## src/hdl/mcpt_pkg.sv

```systemverilog
// Shared definitions for the multi-channel periodic timer.
// Command and status codes, default sizes, and the controller/datapath link types.
// No dependencies.
package mcpt_pkg;

    localparam int MAX_TIMERS_DEF = 16;
    localparam int ID_BITS_DEF    = 8;

    localparam int CMD_W      = 3;
    localparam int IN_ID_W    = 8;
    localparam int PERIOD_W   = 32;
    localparam int DELTA_W    = 16;
    localparam int STATUS_W   = 2;

    localparam logic [CMD_W-1:0] CMD_TICK   = 3'd0;
    localparam logic [CMD_W-1:0] CMD_ADD    = 3'd1;
    localparam logic [CMD_W-1:0] CMD_DELETE = 3'd2;
    localparam logic [CMD_W-1:0] CMD_PAUSE  = 3'd3;
    localparam logic [CMD_W-1:0] CMD_RESUME = 3'd4;

    localparam logic [STATUS_W-1:0] STS_OK        = 2'd0;
    localparam logic [STATUS_W-1:0] STS_FULL      = 2'd1;
    localparam logic [STATUS_W-1:0] STS_NOT_FOUND = 2'd2;

    // Controller to datapath
    typedef struct packed {
        logic start;   // latch the incoming beat, rewind the slot scan
        logic step;    // evaluate the current slot and advance
        logic finish;  // apply the command and load the closing result
    } ctl_t;

    // Datapath to controller
    typedef struct packed {
        logic scan_needed;  // incoming command visits every slot
        logic last_slot;    // scan index sits on the final slot
        logic slot_hold;    // current slot cannot retire yet
        logic out_free;     // output register can take a beat now
    } stat_t;

endpackage

```

## src/hdl/mcpt_dp.sv

```systemverilog
// Datapath of the multi-channel periodic timer: slot table, scan index,
// tick arithmetic, pending fire and output register. Depends on mcpt_pkg.
module mcpt_dp
    import mcpt_pkg::*;
#(
    parameter int MAX_TIMERS = MAX_TIMERS_DEF,
    parameter int ID_BITS    = ID_BITS_DEF
)
(
    input  logic                clk,
    input  logic                rst_n,
    input  logic [CMD_W-1:0]    cmd,
    input  logic [IN_ID_W-1:0]  timer_id,
    input  logic [PERIOD_W-1:0] period,
    input  logic [DELTA_W-1:0]  delta,
    input  ctl_t                ctl,
    output stat_t               stat,
    input  logic                out_ready,
    output logic                out_valid,
    output logic                fired,
    output logic [IN_ID_W-1:0]  fired_id,
    output logic [STATUS_W-1:0] status,
    output logic                last
);

    localparam int IDX_W = (MAX_TIMERS > 1) ? $clog2(MAX_TIMERS) : 1;
    localparam logic [IDX_W-1:0] IDX_LAST = IDX_W'(MAX_TIMERS - 1);

    // slot table storage
    logic [ID_BITS-1:0]  id_mem      [MAX_TIMERS];
    logic [PERIOD_W-1:0] period_mem  [MAX_TIMERS];
    logic [PERIOD_W-1:0] elapsed_mem [MAX_TIMERS];
    logic [ID_BITS-1:0]  id_rd;
    logic [PERIOD_W-1:0] period_rd;
    logic [PERIOD_W-1:0] elapsed_rd;

    logic [MAX_TIMERS-1:0] valid_reg, valid_next;
    logic [MAX_TIMERS-1:0] paused_reg, paused_next;

    // latched command
    logic [CMD_W-1:0]    cmd_reg;
    logic [ID_BITS-1:0]  id_reg;
    logic [PERIOD_W-1:0] period_reg;
    logic [DELTA_W-1:0]  delta_reg;

    logic [IDX_W-1:0] idx_reg, idx_next, idx_inc, rd_addr, wr_addr;
    logic             match_reg, match_next;
    logic [IDX_W-1:0] match_idx_reg, match_idx_next;
    logic             pend_valid_reg, pend_valid_next;
    logic [ID_BITS-1:0] pend_id_reg, pend_id_next;

    logic                out_valid_reg, out_valid_next;
    logic                fired_reg, fired_next;
    logic [ID_BITS-1:0]  fid_reg, fid_next;
    logic [STATUS_W-1:0] status_reg, status_next;
    logic                last_reg, last_next;
    logic                out_load;

    // tick arithmetic
    logic                slot_active;
    logic [PERIOD_W:0]   sum;
    logic [PERIOD_W-1:0] sat;
    logic [PERIOD_W:0]   diff;
    logic                slot_fire;
    logic [PERIOD_W-1:0] new_elapsed;

    logic             free_found;
    logic [IDX_W-1:0] free_idx;
    logic [IDX_W-1:0] tgt_idx;
    logic             tgt_ok;
    logic             is_tick, is_add;
    logic             id_we, elapsed_we;
    logic [PERIOD_W-1:0] elapsed_wdata;

    assign is_tick = (cmd_reg == CMD_TICK);
    assign is_add  = (cmd_reg == CMD_ADD);

    assign slot_active = valid_reg[idx_reg] & ~paused_reg[idx_reg];
    assign sum         = {1'b0, elapsed_rd} + (PERIOD_W+1)'(delta_reg);
    assign sat         = sum[PERIOD_W] ? {PERIOD_W{1'b1}} : sum[PERIOD_W-1:0];
    assign diff        = {1'b0, sat} - {1'b0, period_rd};
    assign slot_fire   = is_tick & slot_active & ~diff[PERIOD_W];
    assign new_elapsed = slot_fire ? diff[PERIOD_W-1:0] : sat;

    assign idx_inc = (idx_reg == IDX_LAST) ? '0 : idx_reg + 1'b1;

    always_comb
    begin
        free_found = 1'b0;
        free_idx   = '0;
        for (int i = MAX_TIMERS - 1; i >= 0; i--)
        begin
            if (!valid_reg[i])
            begin
                free_found = 1'b1;
                free_idx   = IDX_W'(i);
            end
        end
    end

    assign tgt_idx = match_reg ? match_idx_reg : free_idx;
    assign tgt_ok  = match_reg | free_found;

    // status to controller
    always_comb
    begin
        stat.scan_needed = (cmd inside {CMD_TICK, CMD_ADD, CMD_DELETE});
        stat.last_slot   = (idx_reg == IDX_LAST);
        stat.out_free    = ~out_valid_reg | out_ready;
        stat.slot_hold   = slot_fire & pend_valid_reg & ~stat.out_free;
    end

    // memory port addressing
    always_comb
    begin
        if (ctl.start)
            rd_addr = '0;
        else if (ctl.step)
            rd_addr = idx_inc;
        else
            rd_addr = idx_reg;
        wr_addr       = ctl.finish ? tgt_idx : idx_reg;
        id_we         = ctl.finish & is_add & tgt_ok;
        elapsed_we    = id_we | (ctl.step & is_tick & slot_active);
        elapsed_wdata = ctl.finish ? '0 : new_elapsed;
    end

    always_ff @(posedge clk)
    begin
        id_rd      <= id_mem[rd_addr];
        period_rd  <= period_mem[rd_addr];
        elapsed_rd <= elapsed_mem[rd_addr];
    end

    always_ff @(posedge clk)
    begin
        if (id_we)
        begin
            id_mem[wr_addr]     <= id_reg;
            period_mem[wr_addr] <= period_reg;
        end
        if (elapsed_we)
            elapsed_mem[wr_addr] <= elapsed_wdata;
    end

    // scan, table flags and result selection
    always_comb
    begin
        idx_next        = idx_reg;
        match_next      = match_reg;
        match_idx_next  = match_idx_reg;
        pend_valid_next = pend_valid_reg;
        pend_id_next    = pend_id_reg;
        valid_next      = valid_reg;
        paused_next     = paused_reg;
        out_load        = 1'b0;
        fired_next      = fired_reg;
        fid_next        = fid_reg;
        status_next     = status_reg;
        last_next       = last_reg;

        if (ctl.start)
        begin
            idx_next        = '0;
            match_next      = 1'b0;
            pend_valid_next = 1'b0;
        end

        if (ctl.step)
        begin
            idx_next = idx_inc;
            if (!match_reg && valid_reg[idx_reg] && id_rd == id_reg)
            begin
                match_next     = 1'b1;
                match_idx_next = idx_reg;
            end
            if (slot_fire)
            begin
                // release the previous fire, hold this one until we know if it closes the item
                if (pend_valid_reg)
                begin
                    out_load    = 1'b1;
                    fired_next  = 1'b1;
                    fid_next    = pend_id_reg;
                    status_next = STS_OK;
                    last_next   = 1'b0;
                end
                pend_valid_next = 1'b1;
                pend_id_next    = id_rd;
            end
        end

        if (ctl.finish)
        begin
            out_load    = 1'b1;
            fired_next  = 1'b0;
            fid_next    = '0;
            status_next = STS_OK;
            last_next   = 1'b1;
            case (cmd_reg)
                CMD_TICK:
                begin
                    fired_next      = pend_valid_reg;
                    fid_next        = pend_valid_reg ? pend_id_reg : '0;
                    pend_valid_next = 1'b0;
                end
                CMD_ADD:
                begin
                    if (tgt_ok)
                    begin
                        valid_next[tgt_idx]  = 1'b1;
                        paused_next[tgt_idx] = 1'b0;
                    end
                    else
                        status_next = STS_FULL;
                end
                CMD_DELETE:
                begin
                    if (match_reg)
                        valid_next[match_idx_reg] = 1'b0;
                    else
                        status_next = STS_NOT_FOUND;
                end
                CMD_PAUSE:  paused_next = '1;
                CMD_RESUME: paused_next = '0;
                default:    ;
            endcase
        end

        if (out_load)
            out_valid_next = 1'b1;
        else if (out_ready)
            out_valid_next = 1'b0;
        else
            out_valid_next = out_valid_reg;
    end

    always_ff @(posedge clk or negedge rst_n)
    begin
        if (!rst_n)
        begin
            valid_reg      <= '0;
            out_valid_reg  <= 1'b0;
            pend_valid_reg <= 1'b0;
            match_reg      <= 1'b0;
            idx_reg        <= '0;
        end
        else
        begin
            valid_reg      <= valid_next;
            out_valid_reg  <= out_valid_next;
            pend_valid_reg <= pend_valid_next;
            match_reg      <= match_next;
            idx_reg        <= idx_next;
        end
    end

    always_ff @(posedge clk)
    begin
        if (ctl.start)
        begin
            cmd_reg    <= cmd;
            id_reg     <= ID_BITS'(timer_id);
            period_reg <= period;
            delta_reg  <= delta;
        end
        paused_reg    <= paused_next;
        match_idx_reg <= match_idx_next;
        pend_id_reg   <= pend_id_next;
        fired_reg     <= fired_next;
        fid_reg       <= fid_next;
        status_reg    <= status_next;
        last_reg      <= last_next;
    end

    assign out_valid = out_valid_reg;
    assign fired     = fired_reg;
    assign fired_id  = IN_ID_W'(fid_reg);
    assign status    = status_reg;
    assign last      = last_reg;

    // a new beat never overwrites one the sink has not taken
    a_no_overwrite: assert property (@(posedge clk) disable iff (!rst_n)
        out_load |-> (!out_valid_reg || out_ready))
        else $error("output beat overwritten");

    // closing the item always leaves a final beat in the output register
    a_finish_last: assert property (@(posedge clk) disable iff (!rst_n)
        ctl.finish |=> (out_valid_reg && last_reg))
        else $error("finish did not load a final beat");

    // a beat loaded mid-scan is always a fire that is not final
    a_scan_beat: assert property (@(posedge clk) disable iff (!rst_n)
        (out_load && !ctl.finish) |=> (fired_reg && !last_reg))
        else $error("scan beat is not a non-final fire");

endmodule

```

## src/hdl/mcpt_ctrl.sv

```systemverilog
// Controller of the multi-channel periodic timer: accept, slot scan, finish.
// Drives the datapath through ctl_t and reads stat_t. Depends on mcpt_pkg.
module mcpt_ctrl
    import mcpt_pkg::*;
(
    input  logic  clk,
    input  logic  rst_n,
    input  logic  in_valid,
    output logic  in_ready,
    input  stat_t stat,
    output ctl_t  ctl
);

    typedef enum logic [2:0] {
        ST_IDLE   = 3'b001,
        ST_SCAN   = 3'b010,
        ST_FINISH = 3'b100
    } state_t;

    state_t state_reg, state_next;

    always_comb
    begin
        state_next = state_reg;
        ctl        = '0;
        in_ready   = 1'b0;
        case (state_reg)
            ST_IDLE:
            begin
                in_ready = 1'b1;
                if (in_valid)
                begin
                    ctl.start  = 1'b1;
                    state_next = stat.scan_needed ? ST_SCAN : ST_FINISH;
                end
            end
            ST_SCAN:
            begin
                if (!stat.slot_hold)
                begin
                    ctl.step = 1'b1;
                    if (stat.last_slot)
                        state_next = ST_FINISH;
                end
            end
            ST_FINISH:
            begin
                if (stat.out_free)
                begin
                    ctl.finish = 1'b1;
                    state_next = ST_IDLE;
                end
            end
            default:
            begin
                state_next = ST_IDLE;
            end
        endcase
    end

    always_ff @(posedge clk or negedge rst_n)
    begin
        if (!rst_n)
            state_reg <= ST_IDLE;
        else
            state_reg <= state_next;
    end

    // the scan leaves for finish right after stepping off the final slot
    a_scan_exit: assert property (@(posedge clk) disable iff (!rst_n)
        (state_reg == ST_SCAN && !stat.slot_hold && stat.last_slot)
            |=> state_reg == ST_FINISH)
        else $error("scan did not end on final slot");

    // a held slot keeps the scan in place
    a_hold_stays: assert property (@(posedge clk) disable iff (!rst_n)
        (state_reg == ST_SCAN && stat.slot_hold) |=> state_reg == ST_SCAN)
        else $error("scan left while slot held");

endmodule

```

## src/hdl/multi_channel_periodic_timer_top.sv

```systemverilog
// Top level of the multi-channel periodic timer.
// Joins mcpt_ctrl and mcpt_dp; depends on mcpt_pkg.
//
//  channel  | direction | handshake            | beat contents
//  ---------+-----------+----------------------+------------------------------------
//  command  | in        | in_valid / in_ready  | cmd, timer_id, period, delta
//  result   | out       | out_valid / out_ready| fired, fired_id, status, last
//
// Sequence: tick, add and delete run accept, a scan step for each slot and result load;
// pause, resume and unknown codes go from accept straight to result load. The scan
// runs through the single read port of the slot table memory.
// Reset: rst_n clears the slot valid bits, scan index and handshake flags, not the pause bits; no clearing pass.
// Stalls: a held result blocks the scan only when a second fire needs to leave;
// a new command is taken while the final beat of the previous one waits.
module multi_channel_periodic_timer_top
    import mcpt_pkg::*;
#(
    parameter int MAX_TIMERS = MAX_TIMERS_DEF,
    parameter int ID_BITS    = ID_BITS_DEF
)
(
    input  logic                clk,
    input  logic                rst_n,
    input  logic                in_valid,
    output logic                in_ready,
    input  logic [CMD_W-1:0]    cmd,
    input  logic [IN_ID_W-1:0]  timer_id,
    input  logic [PERIOD_W-1:0] period,
    input  logic [DELTA_W-1:0]  delta,
    output logic                out_valid,
    input  logic                out_ready,
    output logic                fired,
    output logic [IN_ID_W-1:0]  fired_id,
    output logic [STATUS_W-1:0] status,
    output logic                last
);

    ctl_t  ctl;
    stat_t stat;

    // sequencing: idle, scan of every slot for tick, add and delete, finish
    mcpt_ctrl u_ctrl (
        .clk      (clk),
        .rst_n    (rst_n),
        .in_valid (in_valid),
        .in_ready (in_ready),
        .stat     (stat),
        .ctl      (ctl)
    );

    // slot table, tick arithmetic and output register
    mcpt_dp #(
        .MAX_TIMERS (MAX_TIMERS),
        .ID_BITS    (ID_BITS)
    ) u_dp (
        .clk       (clk),
        .rst_n     (rst_n),
        .cmd       (cmd),
        .timer_id  (timer_id),
        .period    (period),
        .delta     (delta),
        .ctl       (ctl),
        .stat      (stat),
        .out_ready (out_ready),
        .out_valid (out_valid),
        .fired     (fired),
        .fired_id  (fired_id),
        .status    (status),
        .last      (last)
    );

endmodule
```

## config.mk

```make
export PLATFORM = sky130hd
export DESIGN_NAME = multi_channel_periodic_timer_top
export DESIGN_NICKNAME = d
export VERILOG_FILES = /design/src/hdl/mcpt_pkg.sv /design/src/hdl/mcpt_dp.sv /design/src/hdl/mcpt_ctrl.sv /design/src/hdl/multi_channel_periodic_timer_top.sv
export SDC_FILE = /design/constraint.sdc
export NUM_CORES = 2
export LEC_CHECK = 0
export BUFFER_PORTS_ARGS = -buffer_cell sky130_fd_sc_hd__buf_2
export CAP_MARGIN = 20
export CORE_ASPECT_RATIO = 0.6
export CORE_MARGIN = 2
export CORE_UTILIZATION = 45
export CTS_CLUSTER_DIAMETER = 60
export CTS_CLUSTER_SIZE = 25
export DETAILED_ROUTE_END_ITERATION = 7
export GPL_ROUTABILITY_DRIVEN = 0
export MAX_ROUTING_LAYER = met4
export RECOVER_POWER = 100
export SLEW_MARGIN = 30
export SYNTH_ARGS = -nofsm -noshare
export SYNTH_HDL_FRONTEND = slang
export SYNTH_SLANG_ARGS = --single-unit
```

## constraint.sdc

```tcl
create_clock -name clk -period 19 [get_ports clk]
set_input_delay 0.95 -clock clk [delete_from_list [all_inputs] [get_ports clk]]
set_output_delay 0.95 -clock clk [all_outputs]
set_load 0.005 [all_outputs]
```

==> run metrics <==
result of the run finished, violations left; violations in the final reports max-capacitance violations, max-slew violations; total count of max-transition violations in the final report 1630; count of unresolved DRC violations after routing 0; pin count of the biggest net entering global routing about 140; Clock transition at path regs 0.10 ns; Antenna Nets Post-Route 0; registers with the highest flip-flop counts u_dp.elapsed_mem (512), u_dp.period_mem (512), u_dp.id_mem (128); TritonCTS Buffers 70; aggregate global-route resource usage between 20% and 30%; combinational family with the most area after synthesis multiplexers; Slew Limit Headroom -206.6%; sequential fraction of the synthesis area 72.83%; detailed-route wire length per cell approximately 27 µm; total of fill cells in the finished design 10000; Main synth FF type sky130_fd_sc_hd__edfxtp_1; endpoint kind of the worst setup timing path register; Die ar. 0.1239 mm²; top post-synthesis cells by area sky130_fd_sc_hd__edfxtp_1, sky130_fd_sc_hd__mux2i_1, sky130_fd_sc_hd__mux2_2; final instance area between 0.05 and 0.06 mm²; Die Width 453.0 µm; total power density per cell area 113.8 mW/mm²; max_cap viols 49; static leakage 21.01 nW; startpoint type of the worst setup path register; hold-fix buffer count after cts 0; synthesized cell area ~0.054 mm²; share of synthesized flip-flops with an asynchronous set or reset ~1.9%; clock tree from TritonCTS yes; net count after synthesis approximately 3500; sum of routed wire length over all layers between 100 and 150 mm; vertical die dimension between 200 and 300 µm; Final Critical Period about 14 ns; antenna violations before repair 6; clock root cell sky130_fd_sc_hd__clkbuf_16; commonest cells after routing, fill and taps aside sky130_fd_sc_hd__edfxtp_1, sky130_fd_sc_hd__nand2_1, sky130_fd_sc_hd__a21oi_1; Post-CTS Repair Setup Buffers 0; routed vias 30493; Avg Synthesized Cell Area roughly 16 µm²; unrepaired setup endpoints after global routing false; growth of design area from synthesis to finish 8.465%; post-synthesis sequential element count approximately 1300; DP Wirelength 77.29 mm; detailed-router iteration count before antenna repair 6; total count of hold-check failures in the final report 0; relative contribution of combinational cells to total power a little under a fifth; path category of the worst min-delay check in2reg; placeable core region ~0.12 mm²; DR vias/cell between 5 and 6; basic-gate share of the synthesized area counting and, or, nand and nor cells 5.877%; worst vdd ir between 0.06 and 0.07 mV; detailed router's first-iteration violation count roughly 4200; proportion of total power due to net switching between 20 and 30%; count of port buffers added during placement 76; total number of yosys warnings 0; number of nets at the end of the flow roughly 3600; Worst-Margin Slew around 4.6 ns; power dissipated by switching net loads 0.001920 W; synthesized-area fraction occupied by ao, oa, aoi and oai cells under 10%; pre-CTS WS just over 9 ns; number of global-route vias before repair ~29000; number of enable-type register cells in the synthesized netlist 1250; instance area at placement around 0.057 mm²; buffers from clock root to sink, at most 3; cells resized by post-CTS repair 0; share of total power in sequential cells 55.2%; most common cell after layout, fill and taps aside sky130_fd_sc_hd__edfxtp_1; clock latency reported for the late side of the worst-skew pair 0.71 ns; data required time at the worst endpoint ~20 ns; number of H-tree levels 3; clock network power share ~26%; Congestion Overflow GR 0; Crit Path Class reg2reg; Power Internal approximately 0.0048 W; wire length of the first global-routing pass 202.6 mm; fraction of layout cells with a size suffix above 1 between 10 and 15%; largest area contributor in the netlist sky130_fd_sc_hd__edfxtp_1; Final setup violation count 0; worst endpoint data arrival time 14.42 ns; xor/xnor cell area share of the yosys netlist less than 1%; post-route clock period utilization between 70% and 80%; Boundary Pins just under 80; Yosys cell types 76; Crit Path Max Fanout 90; adder and majority cell fraction of the synthesized area approximately 1.2%; TritonCTS sink count ~1300; top achievable clock speed just over 70 MHz; multiplexer share of the synthesized area a little under a tenth; Fin Clk Skew between 0.04 and 0.05 ns; total number of placement rows 98; fraction of post-synthesis cell area in the top cell type by area ~69%; Setup TNS Final 0 ns; Cells after Synth 3426; initial core utilization around 46%; post-layout worst setup margin between 5 and 6 ns
worst paths after layout:
kind / startpoint / endpoint / slack (ns) / cells after the start
setup / recovery: u_dp.delta_reg[0]$_DFFE_PP_ / u_dp.period_rd[31]$_DFF_P_ / 5.10 / 25
hold / removal: period[14] / u_dp.period_reg[14]$_DFFE_PP_ / 0.40 / 1
setup reg to reg: u_dp.delta_reg[0]$_DFFE_PP_ / u_dp.period_rd[31]$_DFF_P_ / 5.10 / 25
hold reg to reg: u_dp.id_rd[3]$_DFF_P_ / u_dp.pend_id_reg[3]$_DFFE_PN_ / 0.46 / 0
max in group asynchronous: rst_n / u_dp.idx_reg[3]$_DFFE_PN0P_ / 17.40 / 1
min in group asynchronous: rst_n / u_dp.idx_reg[2]$_DFFE_PN0P_ / 0.66 / 1
critical path: stages (launching register included):
cell and delay, ns:
sky130_fd_sc_hd__edfxtp_1 0.39, sky130_fd_sc_hd__ha_1 0.24, sky130_fd_sc_hd__fa_1 0.41, sky130_fd_sc_hd__a21o_1 0.21, sky130_fd_sc_hd__a21oi_1 0.28, sky130_fd_sc_hd__o21a_1 0.20
sky130_fd_sc_hd__o41ai_1 0.16, sky130_fd_sc_hd__a21oi_1 0.45, sky130_fd_sc_hd__o21ai_0 0.19, sky130_fd_sc_hd__a21oi_1 0.51, sky130_fd_sc_hd__nor4_1 0.11, sky130_fd_sc_hd__clkbuf_1 0.21
sky130_fd_sc_hd__or3_1 0.40, sky130_fd_sc_hd__ha_1 0.35, sky130_fd_sc_hd__nand3_1 0.16, sky130_fd_sc_hd__nor3_1 0.37, sky130_fd_sc_hd__and3_1 0.21, sky130_fd_sc_hd__a32o_1 0.30
sky130_fd_sc_hd__o21ai_0 0.27, sky130_fd_sc_hd__mux2i_1 0.22, sky130_fd_sc_hd__or2_4 0.72, sky130_fd_sc_hd__clkinvlp_2 3.73, sky130_fd_sc_hd__clkbuf_1 2.17, sky130_fd_sc_hd__a21oi_1 0.53
sky130_fd_sc_hd__a221oi_1 0.13, sky130_fd_sc_hd__or4b_1 0.71
kinds of logic after synthesis:
logic type / Yosys count
flops: 1349
compound gates: 654
simple gates: 640
mux: 453
buf+inv: 226
xor+xnor: 53
fa+ha+maj: 51
synth_stat cells (49+ instances only):
library cell	n
sky130_fd_sc_hd__edfxtp_1	1250
sky130_fd_sc_hd__nand2_1	316
sky130_fd_sc_hd__a21oi_1	241
sky130_fd_sc_hd__mux2i_1	223
sky130_fd_sc_hd__mux2_2	149
sky130_fd_sc_hd__clkbuf_1	98
sky130_fd_sc_hd__nor2_1	95
sky130_fd_sc_hd__dfxtp_1	73
sky130_fd_sc_hd__o22ai_1	73
sky130_fd_sc_hd__a221oi_1	72
sky130_fd_sc_hd__a222oi_1	72
sky130_fd_sc_hd__or4b_1	72
sky130_fd_sc_hd__o21ai_0	65
sky130_fd_sc_hd__buf_2	52
sky130_fd_sc_hd__inv_1	52
sky130_fd_sc_hd__mux2_4	52
sky130_fd_sc_hd__ha_1	49
power by group through the flow:
| stage | sequential (W) | combinational, W | clock (W) |
|---|---|---|---|
| floorplan | 0.00371 | 0.000884 | 0 |
| global placement | 0.00377 | 0.00126 | 0 |
| detailed placement | 0.00377 | 0.00129 | 0 |
| CTS | 0.00370 | 0.00130 | 0.00178 |
| global route | 0.00373 | 0.00138 | 0.00188 |
| finish | 0.00371 | 0.00126 | 0.00174 |
per-layer routing:
layer  track usage [%]  routed length, µm  up-vias
met3             5.526              13420      152
met4             4.184               2409        0
li1                  -                  -    13570
met2             31.57              58810     1250
met1             35.30              66130    15521
met5                 -                  0        -
metrics by stage:
stage          std cells  hold slack [ns]  utilization [%]  total power, W
5_1_grt             5145           0.3572            49.39        0.006990
4_1_cts             5143           0.2500            49.74        0.006778
2_1_floorplan       3426           0.4277                -        0.004597
3_3_place_gp        5015           0.4348            47.75        0.005028
3_5_place_dp        5016           0.4394            47.84        0.005057
6_report            5145           0.4026            49.39        0.006723
cell type report:
| class | instances | area (µm²) | area share (%) |
|---|---|---|---|
| diodes | 2 | 5.005 | 0.008476 |
| clock buffers | 103 | 1948 | 3.299 |
| clock inverters | 24 | 325.3 | 0.5509 |
| inverters | 54 | 205.2 | 0.3475 |
| multi-input cells | 1851 | 14090 | 23.87 |
| flip-flops and latches | 1349 | 39650 | 67.15 |
| well taps | 1600 | 2002 | 3.390 |
| repair buffers | 162 | 819.5 | 1.388 |
Note: power is estimated with default switching activity, not from simulation.
